==> config.mk <==
export PLATFORM = sky130hd
export DESIGN_NAME = binary_command_packetizer_fletcher16_flat
export DESIGN_NICKNAME = d
export VERILOG_FILES = /design/src/rtl/bcpf_pkg.sv /design/src/rtl/bcpf_in_if.sv /design/src/rtl/bcpf_out_if.sv /design/src/rtl/bcpf_dp.sv /design/src/rtl/bcpf_ctrl.sv /design/src/rtl/binary_command_packetizer_fletcher16.sv /design/src/flat_wrapper.sv
export SDC_FILE = /design/constraint.sdc
export NUM_CORES = 1
export LEC_CHECK = 0
export BUFFER_PORTS_ARGS = -buffer_cell sky130_fd_sc_hd__buf_2
export CAP_MARGIN = 20
export CORE_MARGIN = 3
export CORE_UTILIZATION = 30
export DETAILED_ROUTE_END_ITERATION = 12
export PLACE_DENSITY = 0.53
export SYNTH_ARGS = -nofsm -noshare
export SYNTH_HDL_FRONTEND = slang
export SYNTH_SLANG_ARGS = --single-unit
==> constraint.sdc <==
create_clock -name clk -period 7.7 [get_ports clk]
set_input_delay 1.155 -clock clk [delete_from_list [all_inputs] [get_ports clk]]
set_output_delay 1.155 -clock clk [all_outputs]
set_load 0.005 [all_outputs]
==> src/rtl/bcpf_pkg.sv <==
// Shared constants, types and helpers for the binary command packetizer.
`default_nettype none

package bcpf_pkg;

    localparam int MAX_TEXT    = 64;
    localparam int FIELD_COUNT = 14;
    localparam int V1_TEXT     = 16;

    localparam int TEXT_W = $clog2(MAX_TEXT + 1);
    localparam int CUR_W  = $clog2(FIELD_COUNT + 1);
    // longest burst of one item: version-1 padding plus two checksum bytes
    localparam int BCNT_W = $clog2(V1_TEXT + 3);

    // primary mask bits with a meaning of their own
    localparam int MB_V2   = 12;
    localparam int MB_TEXT = 15;

    typedef enum logic [1:0] {
        OP_HEADER = 2'd0,
        OP_VALUE  = 2'd1,
        OP_TEXT   = 2'd2,
        OP_FINISH = 2'd3
    } opcode_t;

    typedef struct packed {
        logic latch;
        logic decode;
        logic emit;
    } dp_cmd_t;

    typedef struct packed {
        logic empty;
        logic final_byte;
    } dp_stat_t;

    function automatic logic [7:0] add_mod255(input logic [7:0] a, input logic [7:0] b);
        logic [8:0] s;
        s = {1'b0, a} + {1'b0, b};
        if (s >= 9'd255)
        begin
            s = s - 9'd255;
        end
        return s[7:0];
    endfunction

endpackage

`default_nettype wire

==> src/rtl/bcpf_in_if.sv <==
// Command item channel: valid/ready handshake with the item fields.
`default_nettype none

interface bcpf_in_if;
    logic        valid;
    logic        ready;
    logic [1:0]  opcode;
    logic [31:0] value;
    logic [2:0]  extra_mask;
    logic [6:0]  text_length;

    modport source (output valid, output opcode, output value, output extra_mask,
                    output text_length, input ready);
    modport sink   (input valid, input opcode, input value, input extra_mask,
                    input text_length, output ready);
endinterface

`default_nettype wire

==> src/rtl/bcpf_out_if.sv <==
// Packet byte channel: valid/ready handshake with one packet byte per transfer.
`default_nettype none

interface bcpf_out_if;
    logic       valid;
    logic       ready;
    logic [7:0] packet_byte;
    logic       last_byte;
    logic       malformed;

    modport source (output valid, output packet_byte, output last_byte,
                    output malformed, input ready);
    modport sink   (input valid, input packet_byte, input last_byte,
                    input malformed, output ready);
endinterface

`default_nettype wire

==> src/rtl/bcpf_dp.sv <==
// Datapath: packet state, field cursor, byte selection and Fletcher sums.
`default_nettype none

module bcpf_dp
    import bcpf_pkg::*;
(
    input  wire logic        clk,
    input  wire logic        rst_n,
    input  wire dp_cmd_t     cmd,
    output dp_stat_t         stat,
    input  wire logic [1:0]  in_opcode,
    input  wire logic [31:0] in_value,
    input  wire logic [2:0]  in_extra_mask,
    input  wire logic [6:0]  in_text_length,
    output logic [7:0]       packet_byte,
    output logic             last_byte,
    output logic             malformed
);

    // latched item
    opcode_t     op_reg;
    logic [31:0] val_reg;
    logic [2:0]  xm_reg;
    logic [6:0]  tl_reg;

    // packet state
    logic [15:0]       pmask_reg;
    logic [2:0]        smask_reg;
    logic [CUR_W-1:0]  cursor_reg;
    logic [TEXT_W-1:0] tcount_reg;
    logic [TEXT_W-1:0] ttotal_reg;
    logic [7:0]        sum1_reg;
    logic [7:0]        sum2_reg;
    logic              err_reg;
    logic              open_reg;

    // burst sequencing
    logic [BCNT_W-1:0] total_reg;
    logic [BCNT_W-1:0] k_reg;
    logic [BCNT_W-1:0] pad_reg;

    // output register
    logic [7:0] byte_reg;
    logic       last_reg;
    logic       mal_reg;

    logic                    v2;
    logic                    txt;
    logic [FIELD_COUNT-1:0]  pres;
    logic [FIELD_COUNT-1:0]  cand;
    logic [CUR_W-1:0]        idx;
    logic                    idx_found;
    logic [2:0]              fbytes;
    logic                    tl_over;
    logic [TEXT_W-1:0]       tl_sat;
    logic                    text_ok;
    logic                    text_out;
    logic [BCNT_W-1:0]       sent;
    logic [BCNT_W-1:0]       pad;
    logic [BCNT_W-1:0]       nbytes;
    logic [7:0]              emit_byte;
    logic                    emit_sum;
    logic                    emit_last;
    logic [7:0]              sum1_new;
    logic [7:0]              sum2_new;

    assign v2  = pmask_reg[MB_V2];
    assign txt = pmask_reg[MB_TEXT];

    // presence in field order: N M G X Y Z E | F T S P | I J R
    assign pres = {smask_reg & {3{v2}}, pmask_reg[11:8], pmask_reg[6:0]};
    assign cand = pres & ~((FIELD_COUNT'(1) << cursor_reg) - FIELD_COUNT'(1));

    always_comb
    begin
        idx = CUR_W'(FIELD_COUNT);
        for (int i = FIELD_COUNT - 1; i >= 0; i--)
        begin
            if (cand[i])
            begin
                idx = CUR_W'(i);
            end
        end
    end

    assign idx_found = (cand != '0);

    always_comb
    begin
        priority if (idx == CUR_W'(0))
        begin
            fbytes = 3'd2;
        end
        else if (idx == CUR_W'(1) || idx == CUR_W'(2))
        begin
            fbytes = v2 ? 3'd2 : 3'd1;
        end
        else if (idx == CUR_W'(8))
        begin
            fbytes = 3'd1;
        end
        else
        begin
            fbytes = 3'd4;
        end
    end

    assign tl_over  = (tl_reg > 7'(MAX_TEXT));
    assign tl_sat   = tl_over ? TEXT_W'(MAX_TEXT) : tl_reg[TEXT_W-1:0];
    assign text_ok  = txt && (tcount_reg < ttotal_reg);
    assign text_out = v2 || (tcount_reg < TEXT_W'(V1_TEXT));
    assign sent     = (tcount_reg < TEXT_W'(V1_TEXT)) ? BCNT_W'(tcount_reg)
                                                      : BCNT_W'(V1_TEXT);
    assign pad      = (txt && !v2) ? (BCNT_W'(V1_TEXT) - sent) : '0;

    always_comb
    begin
        unique case (op_reg)
            OP_HEADER:
            begin
                if (val_reg[MB_V2])
                begin
                    nbytes = val_reg[MB_TEXT] ? BCNT_W'(5) : BCNT_W'(4);
                end
                else
                begin
                    nbytes = BCNT_W'(2);
                end
            end
            OP_VALUE:  nbytes = (open_reg && idx_found) ? BCNT_W'(fbytes) : '0;
            OP_TEXT:   nbytes = (open_reg && text_ok && text_out) ? BCNT_W'(1) : '0;
            OP_FINISH: nbytes = open_reg ? (pad + BCNT_W'(2)) : '0;
            default:   nbytes = '0;
        endcase
    end

    // byte k of the current burst
    always_comb
    begin
        emit_byte = 8'd0;
        emit_sum  = 1'b1;
        emit_last = 1'b0;
        unique case (op_reg)
            OP_HEADER:
            begin
                unique case (k_reg)
                    BCNT_W'(0): emit_byte = pmask_reg[7:0];
                    BCNT_W'(1): emit_byte = pmask_reg[15:8];
                    BCNT_W'(2): emit_byte = {5'd0, smask_reg};
                    BCNT_W'(4): emit_byte = 8'(ttotal_reg);
                    default:    emit_byte = 8'd0;
                endcase
            end
            OP_VALUE:  emit_byte = val_reg[8*k_reg[1:0] +: 8];
            OP_TEXT:   emit_byte = val_reg[7:0];
            OP_FINISH:
            begin
                priority if (k_reg < pad_reg)
                begin
                    emit_byte = 8'd0;
                end
                else if (k_reg == pad_reg)
                begin
                    emit_byte = sum1_reg;
                    emit_sum  = 1'b0;
                end
                else
                begin
                    emit_byte = sum2_reg;
                    emit_sum  = 1'b0;
                    emit_last = 1'b1;
                end
            end
            default:   emit_byte = 8'd0;
        endcase
    end

    assign sum1_new = add_mod255(sum1_reg, emit_byte);
    assign sum2_new = add_mod255(sum2_reg, sum1_new);

    assign stat.empty      = (nbytes == '0);
    assign stat.final_byte = ((k_reg + BCNT_W'(1)) == total_reg);

    // item and output payload: no reset needed
    always_ff @(posedge clk)
    begin
        if (cmd.latch)
        begin
            op_reg  <= opcode_t'(in_opcode);
            val_reg <= in_value;
            xm_reg  <= in_extra_mask;
            tl_reg  <= in_text_length;
        end
        if (cmd.emit)
        begin
            byte_reg <= emit_byte;
            last_reg <= emit_last;
            mal_reg  <= (op_reg == OP_FINISH) ? err_reg : 1'b0;
        end
    end

    always_ff @(posedge clk or negedge rst_n)
    begin
        if (!rst_n)
        begin
            pmask_reg  <= '0;
            smask_reg  <= '0;
            cursor_reg <= '0;
            tcount_reg <= '0;
            ttotal_reg <= '0;
            sum1_reg   <= '0;
            sum2_reg   <= '0;
            err_reg    <= 1'b0;
            open_reg   <= 1'b0;
            total_reg  <= '0;
            k_reg      <= '0;
            pad_reg    <= '0;
        end
        else if (cmd.decode)
        begin
            total_reg <= nbytes;
            k_reg     <= '0;
            pad_reg   <= pad;
            unique case (op_reg)
                OP_HEADER:
                begin
                    pmask_reg  <= val_reg[15:0];
                    smask_reg  <= xm_reg;
                    cursor_reg <= '0;
                    tcount_reg <= '0;
                    ttotal_reg <= val_reg[MB_TEXT] ? tl_sat : '0;
                    sum1_reg   <= '0;
                    sum2_reg   <= '0;
                    err_reg    <= val_reg[MB_TEXT] && tl_over;
                    open_reg   <= 1'b1;
                end
                OP_VALUE:
                begin
                    if (open_reg)
                    begin
                        if (idx_found)
                        begin
                            cursor_reg <= idx + CUR_W'(1);
                        end
                        else
                        begin
                            err_reg    <= 1'b1;
                            cursor_reg <= CUR_W'(FIELD_COUNT);
                        end
                    end
                end
                OP_TEXT:
                begin
                    if (open_reg)
                    begin
                        if (!text_ok)
                        begin
                            err_reg <= 1'b1;
                        end
                        else
                        begin
                            // skip unsent fields and flag an error if any remain
                            if (idx_found)
                            begin
                                err_reg <= 1'b1;
                            end
                            cursor_reg <= CUR_W'(FIELD_COUNT);
                            tcount_reg <= tcount_reg + TEXT_W'(1);
                        end
                    end
                end
                OP_FINISH:
                begin
                    if (open_reg && (idx_found || text_ok))
                    begin
                        err_reg <= 1'b1;
                    end
                end
                default:
                begin
                end
            endcase
        end
        else if (cmd.emit)
        begin
            k_reg <= k_reg + BCNT_W'(1);
            if (emit_sum)
            begin
                sum1_reg <= sum1_new;
                sum2_reg <= sum2_new;
            end
            // close the packet on its last checksum byte
            if (op_reg == OP_FINISH && stat.final_byte)
            begin
                pmask_reg  <= '0;
                smask_reg  <= '0;
                cursor_reg <= '0;
                tcount_reg <= '0;
                ttotal_reg <= '0;
                sum1_reg   <= '0;
                sum2_reg   <= '0;
                err_reg    <= 1'b0;
                open_reg   <= 1'b0;
            end
        end
    end

    assign packet_byte = byte_reg;
    assign last_byte   = last_reg;
    assign malformed   = mal_reg;

endmodule

`default_nettype wire

==> src/rtl/bcpf_ctrl.sv <==
// Controller: item acceptance, decode step and byte burst sequencing.
`default_nettype none

module bcpf_ctrl
    import bcpf_pkg::*;
(
    input  wire logic     clk,
    input  wire logic     rst_n,
    input  wire logic     in_valid,
    output logic          in_ready,
    output logic          out_valid,
    input  wire logic     out_ready,
    output dp_cmd_t       cmd,
    input  wire dp_stat_t stat
);

    typedef enum logic [1:0] {
        ST_IDLE,
        ST_DECODE,
        ST_EMIT
    } state_t;

    state_t state_reg;
    state_t state_next;
    logic   out_valid_reg;
    logic   out_valid_next;
    logic   slot_free;

    assign slot_free = !out_valid_reg || out_ready;

    always_comb
    begin
        cmd.latch  = (state_reg == ST_IDLE) && in_valid;
        cmd.decode = (state_reg == ST_DECODE);
        cmd.emit   = (state_reg == ST_EMIT) && slot_free;

        state_next = state_reg;
        unique case (state_reg)
            ST_IDLE:
            begin
                if (in_valid)
                begin
                    state_next = ST_DECODE;
                end
            end
            ST_DECODE:
            begin
                state_next = stat.empty ? ST_IDLE : ST_EMIT;
            end
            ST_EMIT:
            begin
                if (slot_free && stat.final_byte)
                begin
                    state_next = ST_IDLE;
                end
            end
            default:
            begin
                state_next = ST_IDLE;
            end
        endcase

        priority if (cmd.emit)
        begin
            out_valid_next = 1'b1;
        end
        else if (out_ready)
        begin
            out_valid_next = 1'b0;
        end
        else
        begin
            out_valid_next = out_valid_reg;
        end
    end

    always_ff @(posedge clk or negedge rst_n)
    begin
        if (!rst_n)
        begin
            state_reg     <= ST_IDLE;
            out_valid_reg <= 1'b0;
        end
        else
        begin
            state_reg     <= state_next;
            out_valid_reg <= out_valid_next;
        end
    end

    assign in_ready  = (state_reg == ST_IDLE);
    assign out_valid = out_valid_reg;

endmodule

`default_nettype wire

==> src/rtl/binary_command_packetizer_fletcher16.sv <==
// Top level: command item to binary packet framer with Fletcher-16 trailer.
//
//   channel | dir | payload                                   | handshake
//   --------+-----+-------------------------------------------+------------
//   cmd     | in  | opcode, value, extra_mask, text_length    | valid/ready
//   pkt     | out | packet_byte, last_byte, malformed         | valid/ready
//
// An item is accepted, decoded and then emits its bytes one at a time: header
// 2 to 5 bytes, value 1 to 4, text 1, finish 2 to 18, and none for an ignored
// item or a version-1 character past the sixteenth. A single byte-wide
// Fletcher adder pair keeps the running sums.
// A stalled pkt channel holds the byte in the output register and freezes the
// burst; a new item is taken while the final byte still waits to be taken.
// rst_n clears the controller and all packet state asynchronously.
`default_nettype none

module binary_command_packetizer_fletcher16
    import bcpf_pkg::*;
(
    input  wire logic   clk,
    input  wire logic   rst_n,
    bcpf_in_if.sink     cmd,
    bcpf_out_if.source  pkt
);

    dp_cmd_t  dp_cmd;
    dp_stat_t dp_stat;
    logic     in_ready;
    logic     out_valid;

    // Sequence the item: accept, decode, then emit bytes as the output frees.
    bcpf_ctrl u_ctrl (
        .clk       (clk),
        .rst_n     (rst_n),
        .in_valid  (cmd.valid),
        .in_ready  (in_ready),
        .out_valid (out_valid),
        .out_ready (pkt.ready),
        .cmd       (dp_cmd),
        .stat      (dp_stat)
    );

    // Hold the packet state, pick each byte and advance the running sums.
    bcpf_dp u_dp (
        .clk            (clk),
        .rst_n          (rst_n),
        .cmd            (dp_cmd),
        .stat           (dp_stat),
        .in_opcode      (cmd.opcode),
        .in_value       (cmd.value),
        .in_extra_mask  (cmd.extra_mask),
        .in_text_length (cmd.text_length),
        .packet_byte    (pkt.packet_byte),
        .last_byte      (pkt.last_byte),
        .malformed      (pkt.malformed)
    );

    assign cmd.ready = in_ready;
    assign pkt.valid = out_valid;

`ifndef SYNTHESIS
    // one item in flight: no accept right after an accept
    assert property (@(posedge clk) disable iff (!rst_n)
        (cmd.valid && cmd.ready) |=> !cmd.ready)
        else $error("item accepted while previous item in flight");

    // never overwrite a byte that is still waiting
    assert property (@(posedge clk) disable iff (!rst_n)
        dp_cmd.emit |-> (!pkt.valid || pkt.ready))
        else $error("output register overwritten while stalled");

    // the last byte of a burst returns the block to accepting items
    assert property (@(posedge clk) disable iff (!rst_n)
        (dp_cmd.emit && dp_stat.final_byte) |=> cmd.ready)
        else $error("block not ready after final byte of item");
`endif

endmodule

`default_nettype wire
==> src/flat_wrapper.sv <==
// flat-port wrapper written by rule: the top's interface ports become plain ports
module binary_command_packetizer_fletcher16_flat import bcpf_pkg::*;
  (clk, rst_n, cmd_valid, cmd_opcode, cmd_value, cmd_extra_mask, cmd_text_length, cmd_ready, pkt_valid, pkt_packet_byte, pkt_last_byte, pkt_malformed, pkt_ready);
  bcpf_in_if cmd_i ();
  bcpf_out_if pkt_i ();
  input  wire logic clk;
  input  wire logic rst_n;
  input wire logic [$bits(cmd_i.valid)-1:0] cmd_valid;
  input wire logic [$bits(cmd_i.opcode)-1:0] cmd_opcode;
  input wire logic [$bits(cmd_i.value)-1:0] cmd_value;
  input wire logic [$bits(cmd_i.extra_mask)-1:0] cmd_extra_mask;
  input wire logic [$bits(cmd_i.text_length)-1:0] cmd_text_length;
  output wire logic [$bits(cmd_i.ready)-1:0] cmd_ready;
  output wire logic [$bits(pkt_i.valid)-1:0] pkt_valid;
  output wire logic [$bits(pkt_i.packet_byte)-1:0] pkt_packet_byte;
  output wire logic [$bits(pkt_i.last_byte)-1:0] pkt_last_byte;
  output wire logic [$bits(pkt_i.malformed)-1:0] pkt_malformed;
  input wire logic [$bits(pkt_i.ready)-1:0] pkt_ready;
  assign cmd_i.valid = cmd_valid;
  assign cmd_i.opcode = cmd_opcode;
  assign cmd_i.value = cmd_value;
  assign cmd_i.extra_mask = cmd_extra_mask;
  assign cmd_i.text_length = cmd_text_length;
  assign cmd_ready = cmd_i.ready;
  assign pkt_valid = pkt_i.valid;
  assign pkt_packet_byte = pkt_i.packet_byte;
  assign pkt_last_byte = pkt_i.last_byte;
  assign pkt_malformed = pkt_i.malformed;
  assign pkt_i.ready = pkt_ready;
  binary_command_packetizer_fletcher16 u_core (.clk(clk), .rst_n(rst_n), .cmd(cmd_i), .pkt(pkt_i));
endmodule
* Word level (Yosys, flattened, before mapping)
Cells that the tools add are included.
Operators by class: shift-type cells 2, magnitude comparators 6, mux-type cells 90, reductions and logical operators 34, add/sub/neg operators 10, bitwise logic cells 4, eq/ne operators 24
Operator list (count):
- 8-bit 2-to-1 mux | 13
- 4-bit 2-to-1 mux | 19
- 16-bit 2-to-1 mux | 4
- 8-bit one-hot mux with 4 select lines | 2
- 7-bit 2-to-1 mux | 9
- 32-bit by 6-bit indexed part select with 8-bit output | 1
- 3-bit 2-to-1 mux | 9
- 5-bit 2-to-1 mux | 5
- 5-bit one-hot mux with 4 select lines | 1
- 8-bit by 8-bit adder with 9-bit output | 2
- 9-bit by 8-bit greater-or-equal comparator with 1-bit output, second input constant | 2
- 1-bit 2-to-1 mux | 18
- 3-bit inequality test, second input constant | 6
- 8-bit subtractor, second input constant | 2
- 14-bit AND | 1
- 14-bit inverter | 1
- 7-bit one-hot mux with 2 select lines | 1
- 14-bit nonzero test | 1
- 1-bit by 4-bit << shifter with 14-bit output, first input constant | 1
- 14-bit by 1-bit subtractor with 14-bit output, second input constant | 1
- 2-bit 2-to-1 mux | 6
- 4-bit one-hot mux with 3 select lines | 1
- 1-bit logical AND | 11
- 5-bit equality test | 2
- 37 further kinds | 51
Word-level totals: register bits after elaboration 127, bits of input ports 48, logic and storage cells 191, output and inout port bits 12

* Logic depth before layout (Yosys ltp)
word-level depth 27, gate-level depth with buffers 31, mapped depth without buffers 29

* By module
A second synthesis with hierarchy kept.
Unflattened totals: cell total of the unflattened synthesis 794, area, all modules 8032.7 µm²
By module, submodules not included:
- bcpf_dp | instances 1, area an instance 7888.8 µm², cells an instance 779, seq. area each 3373.2 µm²
- bcpf_ctrl | instances 1, area an instance 143.9 µm², cells an instance 15, seq. area each 75.1 µm²

* Worst setup path before layout
OpenSTA, ideal clock, no wires.
path kind reg2reg, start reg u_core.u_dp.k_reg[0], end reg u_core.u_dp.sum2_reg[4], data required time 7564 ps, clock period less this slack 6551 ps, stages on the path, launching flop included 31, setup time 136 ps, setup slack 1149 ps, buffers on the path 2, data arrival time 6415 ps, path through dfrtp_1 > buf_1 > inv_1 > ha_1 > nand2_1 > nor2_1 > mux2i_1 > o21a_1 > a31oi_1 > ha_1 > inv_1 > fa_1 > nand2b_1 > a21oi_1 > xnor2_1 > nor4_4 > nand4_1 > nand2_1 > buf_4 > xor2_2 > ha_1 > inv_1 > fa_1 > nand2b_1 > a2111oi_0 > a311o_1 > o211a_1 > nand4_1 > a21oi_1 > xor2_1 > o21ai_0
Between the ends: word-level cells in the longest chain between the ends 14, elaborated cells between the ends (all ways) 30, those cells by class 5 x add/sub; 3 x order compare; 5 x eq/ne; 1 x shift; 12 x mux; 4 x reduce/logical
Ends and longest elaborated chain:
- start: declaration | RTL line bcpf_dp.sv:39 | logic [BCNT_W-1:0] k_reg;
- start signal: assignment | RTL line bcpf_dp.sv:286 | k_reg <= k_reg + BCNT_W'(1);
- parallel branches: the longest is 3 deep, another holds 32-bit by 6-bit indexed part select with 8-bit output
- 8-bit one-hot mux with 4 select lines (*) | RTL line bcpf_dp.sv:143 | unique case (op_reg)
- named net u_core.u_dp.emit_byte[0] | RTL line bcpf_dp.sv:61 | logic [7:0] emit_byte;
- 8-bit by 8-bit adder with 9-bit output (*) | RTL line bcpf_pkg.sv:39 | s = {1'b0, a} + {1'b0, b};
- 8-bit subtractor / 9-bit by 8-bit greater-or-equal comparator with 1-bit output (equally long branches) | RTL line bcpf_pkg.sv:42, bcpf_pkg.sv:40
- 8-bit 2-to-1 mux (*) | RTL line bcpf_pkg.sv:40 | if (s >= 9'd255)
- 8-bit by 8-bit adder with 9-bit output (*) | RTL line bcpf_pkg.sv:39
- 8-bit subtractor / 9-bit by 8-bit greater-or-equal comparator with 1-bit output (equally long branches) | RTL line bcpf_pkg.sv:42, bcpf_pkg.sv:40
- 8-bit 2-to-1 mux (*) | RTL line bcpf_pkg.sv:40
- 8-bit 2-to-1 mux (*) | RTL line bcpf_dp.sv:287 | if (emit_sum)
- 8-bit 2-to-1 mux (*) | RTL line bcpf_dp.sv:293 | if (op_reg == OP_FINISH && stat.final_byte)
- 8-bit 2-to-1 mux (*) | RTL line bcpf_dp.sv:284 | else if (cmd.emit)
- 8-bit 2-to-1 mux (*) | RTL line bcpf_dp.sv:219 | else if (cmd.decode)
- end signal: assignment | RTL line bcpf_dp.sv:290 | sum2_reg <= sum2_new;
- end: declaration | RTL line bcpf_dp.sv:33 | logic [7:0] sum2_reg;
Mark *: on every way through the listed nets, which the timed path passes. The select of a mux whose other input is x is not followed. A chain may end at the register's enable or synchronous reset.

* Worst setup path in the final report
start reg u_core.u_dp.k_reg[1], end reg u_core.u_dp.sum2_reg[4]
The elaborated chain is that of the path after synthesis.

==> reports/results.ini <==
[grt]
grt_pass1_vias = 5994
grt_pass1_wl_mm = 33.81
grt_max_degree = 74
antenna_found_initial = 0
grt_usage = 0.1538
grt_overflow = 0

[critical_path]
worstPathArrival_ns = 7.11
required_ns = 8.00
cp_max_fo = 13
end_kind = flop
setup.worst_path.start_class = flop
critPathMaxStageDelay_ns = 0.59
critPathSlowestCell = dfrtp_1
worstSetupPathType = reg2reg

[synth]
syn_avg_cell_area_um2 = 10.24
mappedNetlistArea_mm2 = 0.007734
ys_seq_elements = 127
yosysTopAreaCellShare = 0.2362
syn-num-nets = 851
yosysTopAreaCell = dfrtp_1
synth-seq-area-share = 0.4459
syn_inst = 755
synth_edf_count = 54
ys_types = 80
synth_area_leaders = dfrtp_1 24%, edfxtp_1 21%, ha_1 7.4%
yosys-top-cells-count = 86 x nand2_1, 73 x dfrtp_1, 54 x edfxtp_1
synth-main-ff-cell = dfrtp_1
synthArstFlopShare = 0.5748
synth.most_common_cell = nand2_1
yosysWarnings = 0

[clock_network]
cts_num_sinks = 127
clk_pin_slew_ns = 0.07
clockBufferDepth = 2
clk_latency_ns = 0.43
cts_inserted_buffers = 17
htreeDepth = 4
root_buffer = clkbuf_16
cts_tree = yes
hold_buffers = 0

[detailed_routing]
wl_per_cell_um = 17.99
route.met2.wl_mm = 9.248
drc = 0
vias = 6004
routed.top_layer = met4
first_pass_iters = 5
drtIter0Drc = 525
wl_met3_um = 836
met1_length_mm = 10.42
drt_wl_total_mm = 20.87
ant_nets = 0
detail_route.vias_per_cell = 5.176

[cells_and_area]
nets = 913
antenna_cells = 0
fillers = 2575
synthToLayoutAreaGrowth_pct = 16.57
largest_register_ffs = 32
drive_gt1_frac = 0.1675

[floorplan]
rows = 58
core-area_mm2 = 0.02525
die_h_um = 166.6
start_util = 0.3062
fp.dieW_um = 166.6
dieArea_mm2 = 0.02774
io_pins = 60

[sta]
rsz0062_at_grt = false
maxSlewViolCount = 0
setup_ws_ns = 0.8930
fin_setup_tns_ns = 0
setup_viol = 0
relSlewSlack = 0.3699
fin_crit_sh = 0.8840
worst_pin_slew_ns = 0.9379
hold_viol_final = 0
layout_min_cycle_time_ns = 6.807
clock.fmax_ghz = 0.1469
clock_skew_ns = 0.01998

[status]
status = finished clean

[place]
gp_congestion = 0.8771
dp_hpwl_mm = 15.41
place_ws_ns = 0.8413
numPortBuffers = 59

[min_path]
hold_class = reg2reg

[power_and_ir_drop]
p_per_area_mw_per_mm2 = 460.0
irDropWorstVdd_mv = 0.1476
p_leak_nw = 3.768

[flow_run]
maxCapViolations = 0

## layout by cell type, fill, tap and decap left out, drive strengths merged, types with 11 or more instances in the layout
cell,instances
a22oi,11
a21oi,29
edfxtp,54
nand2b,14
nand2,86
o21ai,50
xnor2,14
mux2i,12
nand3,30
dfrtp,73
a22o,29
ha,46
o21a,11
a21o,11
xor2,13
nor3,15
clkbuf,18
a31oi,11
inv,47
buf,71
nor2,49
## repair_timing
action / in CTS / in global routing
buffers inserted: 0 / 0
setup endpoints to repair: 0 / 1
resized for setup: 0 / 1
## final timing paths
kind	start	endpoint	slack, ns	depth (start not counted)
min reg2reg	u_core.u_dp.xm_reg[0]	u_core.u_dp.smask_reg[0]	0.47	1
min	u_core.u_dp.xm_reg[0]	u_core.u_dp.smask_reg[0]	0.47	1
max	u_core.u_dp.k_reg[1]	u_core.u_dp.sum2_reg[4]	0.89	28
max in group asynchronous	rst_n	u_core.u_dp.k_reg[0]	6.41	2
min in group asynchronous	rst_n	u_core.u_dp.cursor_reg[1]	0.68	1
max reg2reg	u_core.u_dp.k_reg[1]	u_core.u_dp.sum2_reg[4]	0.89	28
## cell type report
type,instances,area (µm²),area share
repair buffers,71,412.9,0.04580
multi-input cells,562,4013,0.4451
clock buffers,18,439.2,0.04872
inverters,38,142.6,0.01582
flip-flops and latches,127,3450,0.3827
clock inverters,14,145.1,0.01610
well taps,330,412.9,0.04580
## per-stage QoR
stage                     total power, mW  area (µm²)  hold WS [ns]  std cells  utilization
after floorplan                     2.789        7734        0.4491        755            -
after global placement              3.322        8389        0.4559       1126       0.3322
after detailed placement            3.323        8389        0.4604       1126       0.3322
after CTS                           4.153        8974        0.4743       1158       0.3553
after global routing                4.504        9015        0.4913       1160       0.3570
final                               4.147        9015        0.4708       1160       0.3570
## layer usage
layer  up-vias  GRT usage
li1       2943          -
met1      2896     0.2253
met2       142     0.2333
met3        23    0.02540
met4         0    0.04770
met5         -          0
## kinds of logic (layout without fill, tap and decap cells)
| kind of cell | after synthesis | after routing | share of synthesized area |
|---|---|---|---|
| compound gates | 210 | 210 | 0.1943 |
| xor+xnor | 28 | 28 | 0.03559 |
| fa+ha+maj | 48 | 48 | 0.07960 |
| buf+inv | 66 | 141 | 0.03591 |
| flops | 127 | 127 | 0.4459 |
| mux | 22 | 22 | 0.04174 |
| simple gates | 254 | 254 | 0.1670 |
## power by group
| group | internal, mW | leakage, nW | switching (mW) |
|---|---|---|---|
| logic | 0.903 | 2.01 | 1.29 |
| registers | 0.906 | 1.46 | 0.242 |
| clock network | 0.465 | 0.291 | 0.341 |
## critical path: cells and delay by family (launching register included)
family                     cells  cell delay (ns)
and+or+nand+nor                8             1.81
AOI/OAI and AO/OA             10             2.02
DFF                            1             0.59
buffers and inverters          2             0.11
xor gates and xnor gates       3             0.56
adders and majority gates      5             1.58
(Power assumes the default switching activity.)
